`config.mk`:
```
export PLATFORM = sky130hd
export DESIGN_NAME = double_ended_queue_top
export DESIGN_NICKNAME = d
export VERILOG_FILES = /design/src/rtl/core/dq_pkg.sv /design/src/rtl/core/dq_ram.sv /design/src/rtl/core/dq_ctrl.sv /design/src/rtl/core/double_ended_queue_top.sv
export SDC_FILE = /design/constraint.sdc
export NUM_CORES = 1
export LEC_CHECK = 0
export ABC_CLOCK_PERIOD_IN_PS = 8300
export BUFFER_PORTS_ARGS = -buffer_cell sky130_fd_sc_hd__buf_2
export CAP_MARGIN = 20
export CORE_MARGIN = 1.5
export CORE_UTILIZATION = 55
export CTS_CLUSTER_DIAMETER = 30
export DETAILED_ROUTE_END_ITERATION = 6
export PLACE_DENSITY = 0.72
export RECOVER_POWER = 100
export SLEW_MARGIN = 20
export SYNTH_ARGS = -nofsm -noshare
export SYNTH_HDL_FRONTEND = slang
export SYNTH_SLANG_ARGS = --single-unit
```
`constraint.sdc`:
```
create_clock -name i_clk -period 8.3 [get_ports i_clk]
set_input_delay 0.83 -clock i_clk [delete_from_list [all_inputs] [get_ports i_clk]]
set_output_delay 0.83 -clock i_clk [all_outputs]
set_load 0.1 [all_outputs]
```
`src/rtl/core/dq_pkg.sv`:
```
// ----------------------------------------------------------------------------
// dq_pkg
// Shared types and codes for the double-ended queue: command codes, result
// status codes and the stored word type.
// ----------------------------------------------------------------------------
package dq_pkg;

    localparam int CMD_W    = 3;
    localparam int STATUS_W = 2;
    localparam int WORD_W   = 32;

    typedef logic [CMD_W-1:0]           t_cmd;
    typedef logic [STATUS_W-1:0]        t_status;
    typedef logic signed [WORD_W-1:0]   t_word;

    localparam t_cmd CMD_PUSH_FRONT = 3'd0;
    localparam t_cmd CMD_PUSH_REAR  = 3'd1;
    localparam t_cmd CMD_POP_FRONT  = 3'd2;
    localparam t_cmd CMD_POP_REAR   = 3'd3;
    localparam t_cmd CMD_LIST       = 3'd4;

    localparam t_status ST_OK    = 2'd0;
    localparam t_status ST_EMPTY = 2'd1;
    localparam t_status ST_FULL  = 2'd2;

endpackage

```
`src/rtl/core/dq_ram.sv`:
```
// ----------------------------------------------------------------------------
// dq_ram
// Ring store of the queue: one write port and one read port, with the read
// data registered and held until the next read is issued.
// ----------------------------------------------------------------------------
module dq_ram
    import dq_pkg::*;
#(
    parameter int DEPTH = 16,
    parameter int AW    = 4
) (
    input  logic          i_clk,
    input  logic          i_we,
    input  logic [AW-1:0] i_waddr,
    input  t_word         i_wdata,
    input  logic          i_re,
    input  logic [AW-1:0] i_raddr,
    output t_word         o_rdata
);

    t_word mem [DEPTH];
    t_word r_rdata;

    always_ff @(posedge i_clk) begin
        if (i_we) begin
            mem[i_waddr] <= i_wdata;
        end
    end

    always_ff @(posedge i_clk) begin
        if (i_re) begin
            r_rdata <= mem[i_raddr];
        end
    end

    assign o_rdata = r_rdata;

endmodule

```
`src/rtl/core/dq_ctrl.sv`:
```
// ----------------------------------------------------------------------------
// dq_ctrl
// Command sequencer of the queue. It keeps the head index and entry count,
// drives the ring store ports and owns the result output register.
// ----------------------------------------------------------------------------
module dq_ctrl
    import dq_pkg::*;
#(
    parameter int DEPTH = 16,
    parameter int AW    = 4,
    parameter int CW    = 5
) (
    input  logic          i_clk,
    input  logic          i_rst_n,
    input  logic          i_in_valid,
    output logic          o_in_ready,
    input  t_cmd          i_cmd,
    input  t_word         i_word_in,
    output logic          o_out_valid,
    input  logic          i_out_ready,
    output t_status       o_status,
    output t_word         o_word_out,
    output logic          o_last,
    output logic          o_we,
    output logic [AW-1:0] o_waddr,
    output t_word         o_wdata,
    output logic          o_re,
    output logic [AW-1:0] o_raddr,
    input  t_word         i_rdata
);

    localparam logic [1:0] S_IDLE = 2'd0;
    localparam logic [1:0] S_POP  = 2'd1;
    localparam logic [1:0] S_LIST = 2'd2;

    localparam logic [AW-1:0] LAST_POS = AW'(DEPTH - 1);
    localparam logic [AW:0]   DEPTH_X  = (AW+1)'(DEPTH);
    localparam logic [CW-1:0] FULL_CNT = CW'(DEPTH);

    logic [1:0]    r_state, n_state;
    logic [AW-1:0] r_head,  n_head;
    logic [CW-1:0] r_count, n_count;
    logic [AW-1:0] r_pos,   n_pos;
    logic [CW-1:0] r_k,     n_k;
    logic          r_o_valid, n_o_valid;
    t_status       r_status,  n_status;
    t_word         r_word,    n_word;
    logic          r_last,    n_last;

    logic          out_free;
    logic          accept;
    logic          is_empty;
    logic          is_full;
    logic [AW-1:0] head_inc;
    logic [AW-1:0] head_dec;
    logic [AW-1:0] pos_inc;
    logic [AW:0]   rear_sum;
    logic [AW:0]   tail_sum;
    logic [AW-1:0] rear_free;
    logic [AW-1:0] rear_used;
    logic          list_last;

    assign out_free   = !r_o_valid || i_out_ready;
    assign o_in_ready = (r_state == S_IDLE) && out_free;
    assign accept     = i_in_valid && o_in_ready;
    assign is_empty   = (r_count == '0);
    assign is_full    = (r_count == FULL_CNT);

    assign head_inc = (r_head == LAST_POS) ? '0 : r_head + AW'(1);
    assign head_dec = (r_head == '0) ? LAST_POS : r_head - AW'(1);
    assign pos_inc  = (r_pos == LAST_POS) ? '0 : r_pos + AW'(1);

    // The free slot behind the rear and the rear entry itself. Both sums
    // stay below twice the depth, so one subtract wraps them.
    assign rear_sum  = {1'b0, r_head} + (AW+1)'(r_count);
    assign tail_sum  = rear_sum - (AW+1)'(1);
    assign rear_free = (rear_sum >= DEPTH_X) ? AW'(rear_sum - DEPTH_X) : rear_sum[AW-1:0];
    assign rear_used = (tail_sum >= DEPTH_X) ? AW'(tail_sum - DEPTH_X) : tail_sum[AW-1:0];

    assign list_last = ((r_k + CW'(1)) == r_count);

    always_comb begin
        n_state   = r_state;
        n_head    = r_head;
        n_count   = r_count;
        n_pos     = r_pos;
        n_k       = r_k;
        n_o_valid = r_o_valid && !i_out_ready;
        n_status  = r_status;
        n_word    = r_word;
        n_last    = r_last;
        o_we      = 1'b0;
        o_waddr   = r_head;
        o_wdata   = i_word_in;
        o_re      = 1'b0;
        o_raddr   = r_head;

        unique case (r_state)
            S_IDLE: begin
                if (accept) begin
                    unique case (i_cmd) inside
                        CMD_PUSH_FRONT, CMD_PUSH_REAR: begin
                            n_o_valid = 1'b1;
                            n_word    = '0;
                            n_last    = 1'b1;
                            if (is_full) begin
                                n_status = ST_FULL;
                            end else begin
                                n_status = ST_OK;
                                o_we     = 1'b1;
                                n_count  = r_count + CW'(1);
                                if (i_cmd == CMD_PUSH_FRONT) begin
                                    n_head  = head_dec;
                                    o_waddr = head_dec;
                                end else begin
                                    o_waddr = rear_free;
                                end
                            end
                        end
                        CMD_POP_FRONT, CMD_POP_REAR: begin
                            if (is_empty) begin
                                n_o_valid = 1'b1;
                                n_status  = ST_EMPTY;
                                n_word    = '0;
                                n_last    = 1'b1;
                            end else begin
                                o_re    = 1'b1;
                                n_count = r_count - CW'(1);
                                n_state = S_POP;
                                if (i_cmd == CMD_POP_FRONT) begin
                                    o_raddr = r_head;
                                    n_head  = head_inc;
                                end else begin
                                    o_raddr = rear_used;
                                end
                            end
                        end
                        CMD_LIST: begin
                            if (is_empty) begin
                                n_o_valid = 1'b1;
                                n_status  = ST_EMPTY;
                                n_word    = '0;
                                n_last    = 1'b1;
                            end else begin
                                o_re    = 1'b1;
                                o_raddr = r_head;
                                n_pos   = r_head;
                                n_k     = '0;
                                n_state = S_LIST;
                            end
                        end
                        default: begin
                            // Undefined commands are taken and produce no word.
                        end
                    endcase
                end
            end
            S_POP: begin
                if (out_free) begin
                    n_o_valid = 1'b1;
                    n_status  = ST_OK;
                    n_word    = i_rdata;
                    n_last    = 1'b1;
                    n_state   = S_IDLE;
                end
            end
            S_LIST: begin
                // The read data is held until the next read, so a stalled
                // output simply waits here.
                if (out_free) begin
                    n_o_valid = 1'b1;
                    n_status  = ST_OK;
                    n_word    = i_rdata;
                    n_last    = list_last;
                    if (list_last) begin
                        n_state = S_IDLE;
                    end else begin
                        o_re    = 1'b1;
                        o_raddr = pos_inc;
                        n_pos   = pos_inc;
                        n_k     = r_k + CW'(1);
                    end
                end
            end
            default: begin
                n_state = S_IDLE;
            end
        endcase
    end

    always_ff @(posedge i_clk) begin
        if (!i_rst_n) begin
            r_state   <= S_IDLE;
            r_head    <= '0;
            r_count   <= '0;
            r_o_valid <= 1'b0;
        end else begin
            r_state   <= n_state;
            r_head    <= n_head;
            r_count   <= n_count;
            r_o_valid <= n_o_valid;
        end
    end

    always_ff @(posedge i_clk) begin
        r_pos    <= n_pos;
        r_k      <= n_k;
        r_status <= n_status;
        r_word   <= n_word;
        r_last   <= n_last;
    end

    assign o_out_valid = r_o_valid;
    assign o_status    = r_status;
    assign o_word_out  = r_word;
    assign o_last      = r_last;

endmodule

```
`src/rtl/core/double_ended_queue_top.sv`:
```
// A push, a refused push, or a pop or list of an empty queue gives its word in
// the cycle after acceptance; a pop's word passes the ring store read register
// and then the result register, and no command is taken meanwhile; an undefined
// command gives none. One push or list word per cycle while the output is free.
// Reset (synchronous, active low) empties the queue; the ring store is not
// cleared and no entry outside the occupied range is ever read.
// ----------------------------------------------------------------------------
// double_ended_queue_top
// Bounded double-ended queue of signed 32-bit words held in a ring store
// with a head index and an entry count.
// ----------------------------------------------------------------------------
module double_ended_queue_top
    import dq_pkg::*;
#(
    parameter int DEPTH = 16
) (
    input  logic    i_clk,
    input  logic    i_rst_n,
    input  logic    i_in_valid,
    output logic    o_in_ready,
    input  t_cmd    i_cmd,
    input  t_word   i_word_in,
    output logic    o_out_valid,
    input  logic    i_out_ready,
    output t_status o_status,
    output t_word   o_word_out,
    output logic    o_last
);

    localparam int AW = $clog2(DEPTH);
    localparam int CW = $clog2(DEPTH + 1);

    logic          we;
    logic [AW-1:0] waddr;
    t_word         wdata;
    logic          re;
    logic [AW-1:0] raddr;
    t_word         rdata;

    dq_ctrl #(
        .DEPTH (DEPTH),
        .AW    (AW),
        .CW    (CW)
    ) u_ctrl (
        .i_clk       (i_clk),
        .i_rst_n     (i_rst_n),
        .i_in_valid  (i_in_valid),
        .o_in_ready  (o_in_ready),
        .i_cmd       (i_cmd),
        .i_word_in   (i_word_in),
        .o_out_valid (o_out_valid),
        .i_out_ready (i_out_ready),
        .o_status    (o_status),
        .o_word_out  (o_word_out),
        .o_last      (o_last),
        .o_we        (we),
        .o_waddr     (waddr),
        .o_wdata     (wdata),
        .o_re        (re),
        .o_raddr     (raddr),
        .i_rdata     (rdata)
    );

    dq_ram #(
        .DEPTH (DEPTH),
        .AW    (AW)
    ) u_ram (
        .i_clk   (i_clk),
        .i_we    (we),
        .i_waddr (waddr),
        .i_wdata (wdata),
        .i_re    (re),
        .i_raddr (raddr),
        .o_rdata (rdata)
    );

endmodule

```
==> results of run 1 <==
[stage by stage]
step | std cells | power [mW] | area, sq um
final | 2148 | 9.00 | 28300
after global routing | 2147 | 9.26 | 28200
after CTS | 2145 | 9.06 | 28500
after detailed placement | 1943 | 4.67 | 24800
after global placement | 1943 | 4.65 | 24800
after floorplan | 1368 | 4.39 | 23700
[layout make-up]
class	instances	area (sq um)	area share
Tap cell	539	674	0.0239
Clock inverter	80	942	0.0333
Inverter	14	52.6	0.00186
Sequential cell	600	17900	0.633
Antenna cell	3	7.51	0.000266
Multi-Input combinational cell	687	5490	0.194
Timing Repair Buffer	103	435	0.0154
Clock buffer	122	2760	0.0975
[kinds of logic (layout without fill, tap and decap cells)]
kind of cell    after synthesis  count (layout)  synth area share
flops                       600             600             0.755
mux                         261             261             0.110
compound gates              203             203            0.0552
simple gates                183             183            0.0428
buf+inv                      81             319            0.0173
xor+xnor                     22              22           0.00939
fa+ha+maj                    18              18            0.0101
other cells                   0               3                 0
[layout by cell type, fill, tap and decap left out, types with 8 or more instances in the layout]
| cell | Yosys | layout |
|---|---|---|
| a21oi_1 | 14 | 13 |
| and2_0 | 0 | 30 |
| and2_1 | 39 | 9 |
| bufinv_16 | 0 | 16 |
| clkbuf_1 | 21 | 104 |
| clkbuf_16 | 0 | 108 |
| clkinv_1 | 1 | 16 |
| clkinv_2 | 0 | 16 |
| clkinv_4 | 0 | 8 |
| clkinvlp_4 | 0 | 13 |
| dfxtp_1 | 12 | 12 |
| edfxtp_1 | 588 | 588 |
| ha_1 | 16 | 16 |
| inv_1 | 13 | 13 |
| mux2i_1 | 260 | 260 |
| nand2_1 | 34 | 34 |
| nor2_1 | 40 | 29 |
| nor2_4 | 0 | 11 |
| o21ai_0 | 19 | 20 |
| o22ai_1 | 129 | 129 |
| or4_1 | 32 | 32 |
| xnor2_1 | 15 | 15 |
[final timing paths]
path                          start                    end  slack, ns
setup / recovery  u_ctrl.r_state[0]      u_ram.mem[11][25]       2.73
hold / removal    u_ram.o_rdata[25]  u_ctrl.o_word_out[25]       0.53
setup reg to reg  u_ctrl.r_state[0]      u_ram.mem[11][25]       2.73
hold reg to reg   u_ram.o_rdata[25]  u_ctrl.o_word_out[25]       0.53
[report_power, final]
group / leakage (nW) / internal (mW) / total [mW] / switching, mW
clock network: 1.77 / 2.90 / 4.40 / 1.50
registers: 5.41 / 3.48 / 3.52 / 0.0382
logic: 3.76 / 0.282 / 1.08 / 0.800
total: 10.9 / 6.66 / 9.00 / 2.34
[per-layer routing]
layer  share of wire  track usage  wire length [microns]
met5         0.00047            0                     25
met4           0.028        0.101                   1470
met3           0.078       0.0480                   4130
met2            0.48        0.394                  25600
met1            0.41        0.325                  21900
[registers in the layout (all words and copies together) (netlist names)]
| signal | flops |
|---|---|
| u_ctrl.r_k | 5 |
| u_ram.mem | 512 |
| u_ctrl.o_out_valid | 1 |
| u_ram.o_rdata | 32 |
| u_ctrl.r_pos | 4 |
| u_ctrl.r_count | 5 |
| u_ctrl.o_word_out | 32 |
| u_ctrl.o_status | 2 |
| u_ctrl.r_state | 2 |
| u_ctrl.o_last | 1 |
| u_ctrl.r_head | 4 |
==> reports/summary.txt, run 1 <==
Cts hold-fix bufs: 0
Initial DRC count: 1250
Tcrit/Tclk final: 0.671
Rel. slew slack: -0.974
Pin count of the biggest net entering global routing: 136
Half-perimeter wire length after detailed placement: 25300 microns
Clk_skew: 0.0185 ns
Synthesized area: 23700 sq um
CP max stage delay: 1.39 ns
Synthesized Nets: 1425
Synthesis-stage register bit count: 600
Vias in the first global route: 13.3k
CTS Buffer Depth: 3
Crit path buf inv count: 2
Total global routing overflow: 0
PortBufs: 75
Cts repair resizes: 0
Setup TNS Final: 0 ns
RSZ-0062 raised after global routing: false
Number of remaining DRC errors: 0
Worst-skew pair later-pin latency: 0.63 ns
Clock sinks: 600
Tmin final: 5.57 ns
Max-cap viol count: 22
Initial Util: 0.561
Post-CTS setup buffers: 0
Delay-heaviest family, CP: simple AND/OR/NAND/NOR gates
Worst Hold Margin: 0.525 ns
Core Region: 42200 sq um
Dpl ws: 3.47 ns
Final core utilization: 0.669
Most numerous cell in the Yosys netlist: edfxtp_1
Die area: 44400 sq um
CTS H-tree depth: 3
CTS tree: built
Final-report hold violation count: 0
F_max: 179 MHz
Synth area leader: edfxtp_1
Post-synth EDFFs: 588
Final-layout fill cell count: 2797
Warnings from Yosys: 0
Tightest Pin Transition: 2.96 ns
Ys flop type: edfxtp_1
WP depth: 8
Critical-path maximum fanout: 20
DIE WIDTH: 211 microns
Area grow syn2layout: 19.2%
IO Pins: 76
Violated checks: capacitance limit, slew limit
Post-Synthesis Cells: 1368
GP Congestion: 0.825
HP Class: flip-flop to flip-flop
Seq/Total Area, Yosys: 0.755
Post-synth cell types: 62
Ranking of synthesized cells by area: edfxtp_1, mux2i_1, o22ai_1
Clock Tree Root: clkbuf_16
CP Data Arrival Time: 5.78 ns
Inserted Clock Buffers: 107
Clk slew on worst S/H paths: 0.05 ns
Initial antenna violation count: 4
WL final: 53100 microns
Critical Path Source Type: flip-flop
Critical Path Sink Type: flip-flop
Post-DR vias/cell: 6.06
CP max stage cell: clkbuf_1
Yosys top cell area share: 0.745
Type of the worst setup path: flip-flop to flip-flop
WHS Path Cells: 1
First-pass GRT wire length: 79300 microns
Layout Nets: 1570
Final count of pins violating max slew: 623
P_leak: 10.9 nW
Antenna Nets Post-Route: 0
Setup WS post-layout: 2.73 ns
Power per cell area: 319 nW/um^2
Row count: 75
Routed length per placed instance: 24.7 microns
First-pass iteration count of the detailed router: 5
Synth async-reset ratio: 0
Vias: 13.0k
Final setup fails: 0
Critical-path cell list: inv_1, ha_1, nand4b_1, or3b_2, o21ai_0, nand2_1, nor2_1, clkbuf_1
Chip height: 211 microns
R2R cell count: 8
Fraction of layout cells with a size suffix above 1: 0.133
Post-Syn Area per Cell: 17.3 sq um
Peak VDD IR: 0.000187 V
Status: finished with violations
Commonest cells post-synth: edfxtp_1, mux2i_1, o22ai_1
Total track usage: 0.243
Worst EP required: 8.51 ns
No activity file was read; power rests on OpenSTA's default activity.
==> run 2: changes to the inputs <==
--- a/config.mk
+++ b/config.mk
@@ -5,7 +5,7 @@
 export SDC_FILE = /design/constraint.sdc
 export NUM_CORES = 1
 export LEC_CHECK = 0
-export ABC_CLOCK_PERIOD_IN_PS = 8300
+export ABC_CLOCK_PERIOD_IN_PS = 5500
 export BUFFER_PORTS_ARGS = -buffer_cell sky130_fd_sc_hd__buf_2
 export CAP_MARGIN = 20
 export CORE_MARGIN = 1.5
==> constraint.sdc (replaced) <==
create_clock -name i_clk -period 5.5 [get_ports i_clk]
set_input_delay 0.55 -clock i_clk [delete_from_list [all_inputs] [get_ports i_clk]]
set_output_delay 0.55 -clock i_clk [all_outputs]
set_load 0.1 [all_outputs]
==> reports/summary.txt, run 2 (synthesis gave the netlist of run 1 again) <==
Status: finished with violations
Violated checks: capacitance limit, slew limit
Die area: 44400 sq um
Core Region: 42200 sq um
Post-DR vias/cell: 6.08
First-pass GRT wire length: 80600 microns
CTS tree: built
Capturing point of the worst reg2reg path: u_ram.mem[5][11]
Tmin final: 4.65 ns
Final-report hold violation count: 0
CTS H-tree depth: 3
Total global routing overflow: 0
Setup TNS Final: 0 ns
Commonest non-fill, non-tap cell in the layout: edfxtp_1
Fraction of layout cells with a size suffix above 1: 0.150
R2r setup slk: 0.85 ns
Pin count of the biggest net entering global routing: 41
First-pass iteration count of the detailed router: 6
DIE WIDTH: 211 microns
Clock sinks: 600
Initial Util: 0.561
Critical Path Source Type: flip-flop
Half-perimeter wire length after detailed placement: 28500 microns
Rel. slew slack: -0.954
Hold Path Origin: i_rst_n
Critical-path maximum fanout: 18
Max-cap viol count: 4
CP max stage delay: 0.95 ns
Worst EP required: 5.75 ns
WHS Path Cells: 3
Initial antenna violation count: 2
Critical Path Sink Type: flip-flop
Type of the worst setup path: flip-flop to flip-flop
IO Pins: 76
Cts hold-fix bufs: 0
Vias: 13.1k
Total track usage: 0.250
Most flops, register: u_ram.mem
CP max stage cell: clkbuf_1
P_leak: 11.1 nW
Most frequent cells in the layout: edfxtp_1, mux2i_1, o22ai_1
Hold Crit Endpoint: u_ctrl.r_state[1]
Number of flip-flops under the largest register name: 512
HP Class: input port to flip-flop
Tightest Pin Transition: 2.93 ns
Layout Nets: 1587
Final setup fails: 0
Clk slew on worst S/H paths: 0.05 ns
Worst-skew pair later-pin latency: 0.64 ns
Power Total: 13.6 mW
RR Startpoint: u_ctrl.r_state[0]
GP Congestion: 0.848
Number of remaining DRC errors: 0
Area grow syn2layout: 20.2%
Initial DRC count: 1332
Critical-path cell list: inv_1, ha_1, nand4b_1, or3b_2, o21ai_0, o21a_1, nand2_1, nor2_4, clkbuf_1
N_diodes: 0
Row count: 75
R2R cell count: 9
Final core utilization: 0.675
Final count of pins violating max slew: 117
Antenna Nets Post-Route: 0
Vias in the first global route: 13.1k
Chip height: 211 microns
CTS Buffer Depth: 3
F_max: 215 MHz
Clk_skew: 0.0256 ns
Tcrit/Tclk final: 0.845
Cts repair resizes: 0
Power per cell area: 478 nW/um^2
Clock Tree Root: clkbuf_16
Post-CTS setup buffers: 0
Routed length per placed instance: 25.1 microns
CP Data Arrival Time: 4.89 ns
Peak VDD IR: 0.000271 V
Inserted Clock Buffers: 106
RSZ-0062 raised after global routing: false
PortBufs: 75
Final-layout fill cell count: 2739
WL final: 54300 microns
run 2: cell count changes in the layout (fill, tap and decap cells not counted), sizes merged:
cell / before / now
buf: 13 / 32
clkbuf: 212 / 207
clkinv: 41 / 42
clkinvlp: 13 / 8
diode: 3 / 0
inv: 24 / 29
run 2: worst max path at each step:
stage                            start                 to  slack [ns]  depth (start not counted)
CTS                   u_ctrl.r_head[0]  u_ram.o_rdata[11]        1.36                         10
finish               u_ctrl.r_state[0]   u_ram.mem[5][11]        0.85                          9
global route         u_ctrl.r_state[1]   u_ram.mem[5][13]        0.59                          9
floorplan           u_ctrl.o_out_valid    u_ram.mem[4][0]        1.43                          8
detailed placement    u_ctrl.r_head[0]  u_ram.o_rdata[14]        1.39                         10
global placement     u_ctrl.r_state[0]   u_ram.o_rdata[6]        1.27                         10
run 2: through the flow:
stage | hold WS [ns] | cells | instance area (sq um) | worst slack, ns
after floorplan | 0.488 | 1368 | 23700 | 1.43
after global placement | 0.506 | 1960 | 25000 | 1.27
after detailed placement | 0.514 | 1961 | 25000 | 1.39
after CTS | 0.240 | 2160 | 28700 | 1.36
after global routing | 0.268 | 2160 | 28500 | 0.591
final | 0.254 | 2160 | 28500 | 0.854
run 2: layout make-up:
type	instances	area, sq um	area share
Clock buffer	118	2740	0.0962
Clock inverter	81	957	0.0336
Inverter	14	52.6	0.00184
Multi-Input combinational cell	687	5500	0.193
Sequential cell	600	17900	0.628
Tap cell	539	674	0.0237
Timing Repair Buffer	121	671	0.0235
run 2: power by group:
part	leakage, nW	switching (mW)	internal [mW]
Sequential	5.41	0.0571	5.25
Combinational	3.91	1.22	0.449
Clock	1.79	2.28	4.37
run 2: worst max-delay path: cells and delay by family (launching register included):
family	cells	cell delay [ns]
adders and majority gates	1	0.37
DFF	1	0.33
buffers and inverters	2	1.04
AOI/OAI and AO/OA	2	0.45
and+or+nand+nor	4	2.04
run 2: layer usage:
layer | part of all wire | GRT usage
met1 | 0.41 | 0.336
met4 | 0.026 | 0.0946
met2 | 0.48 | 0.403
met5 | 0.00048 | 0
met3 | 0.079 | 0.0544
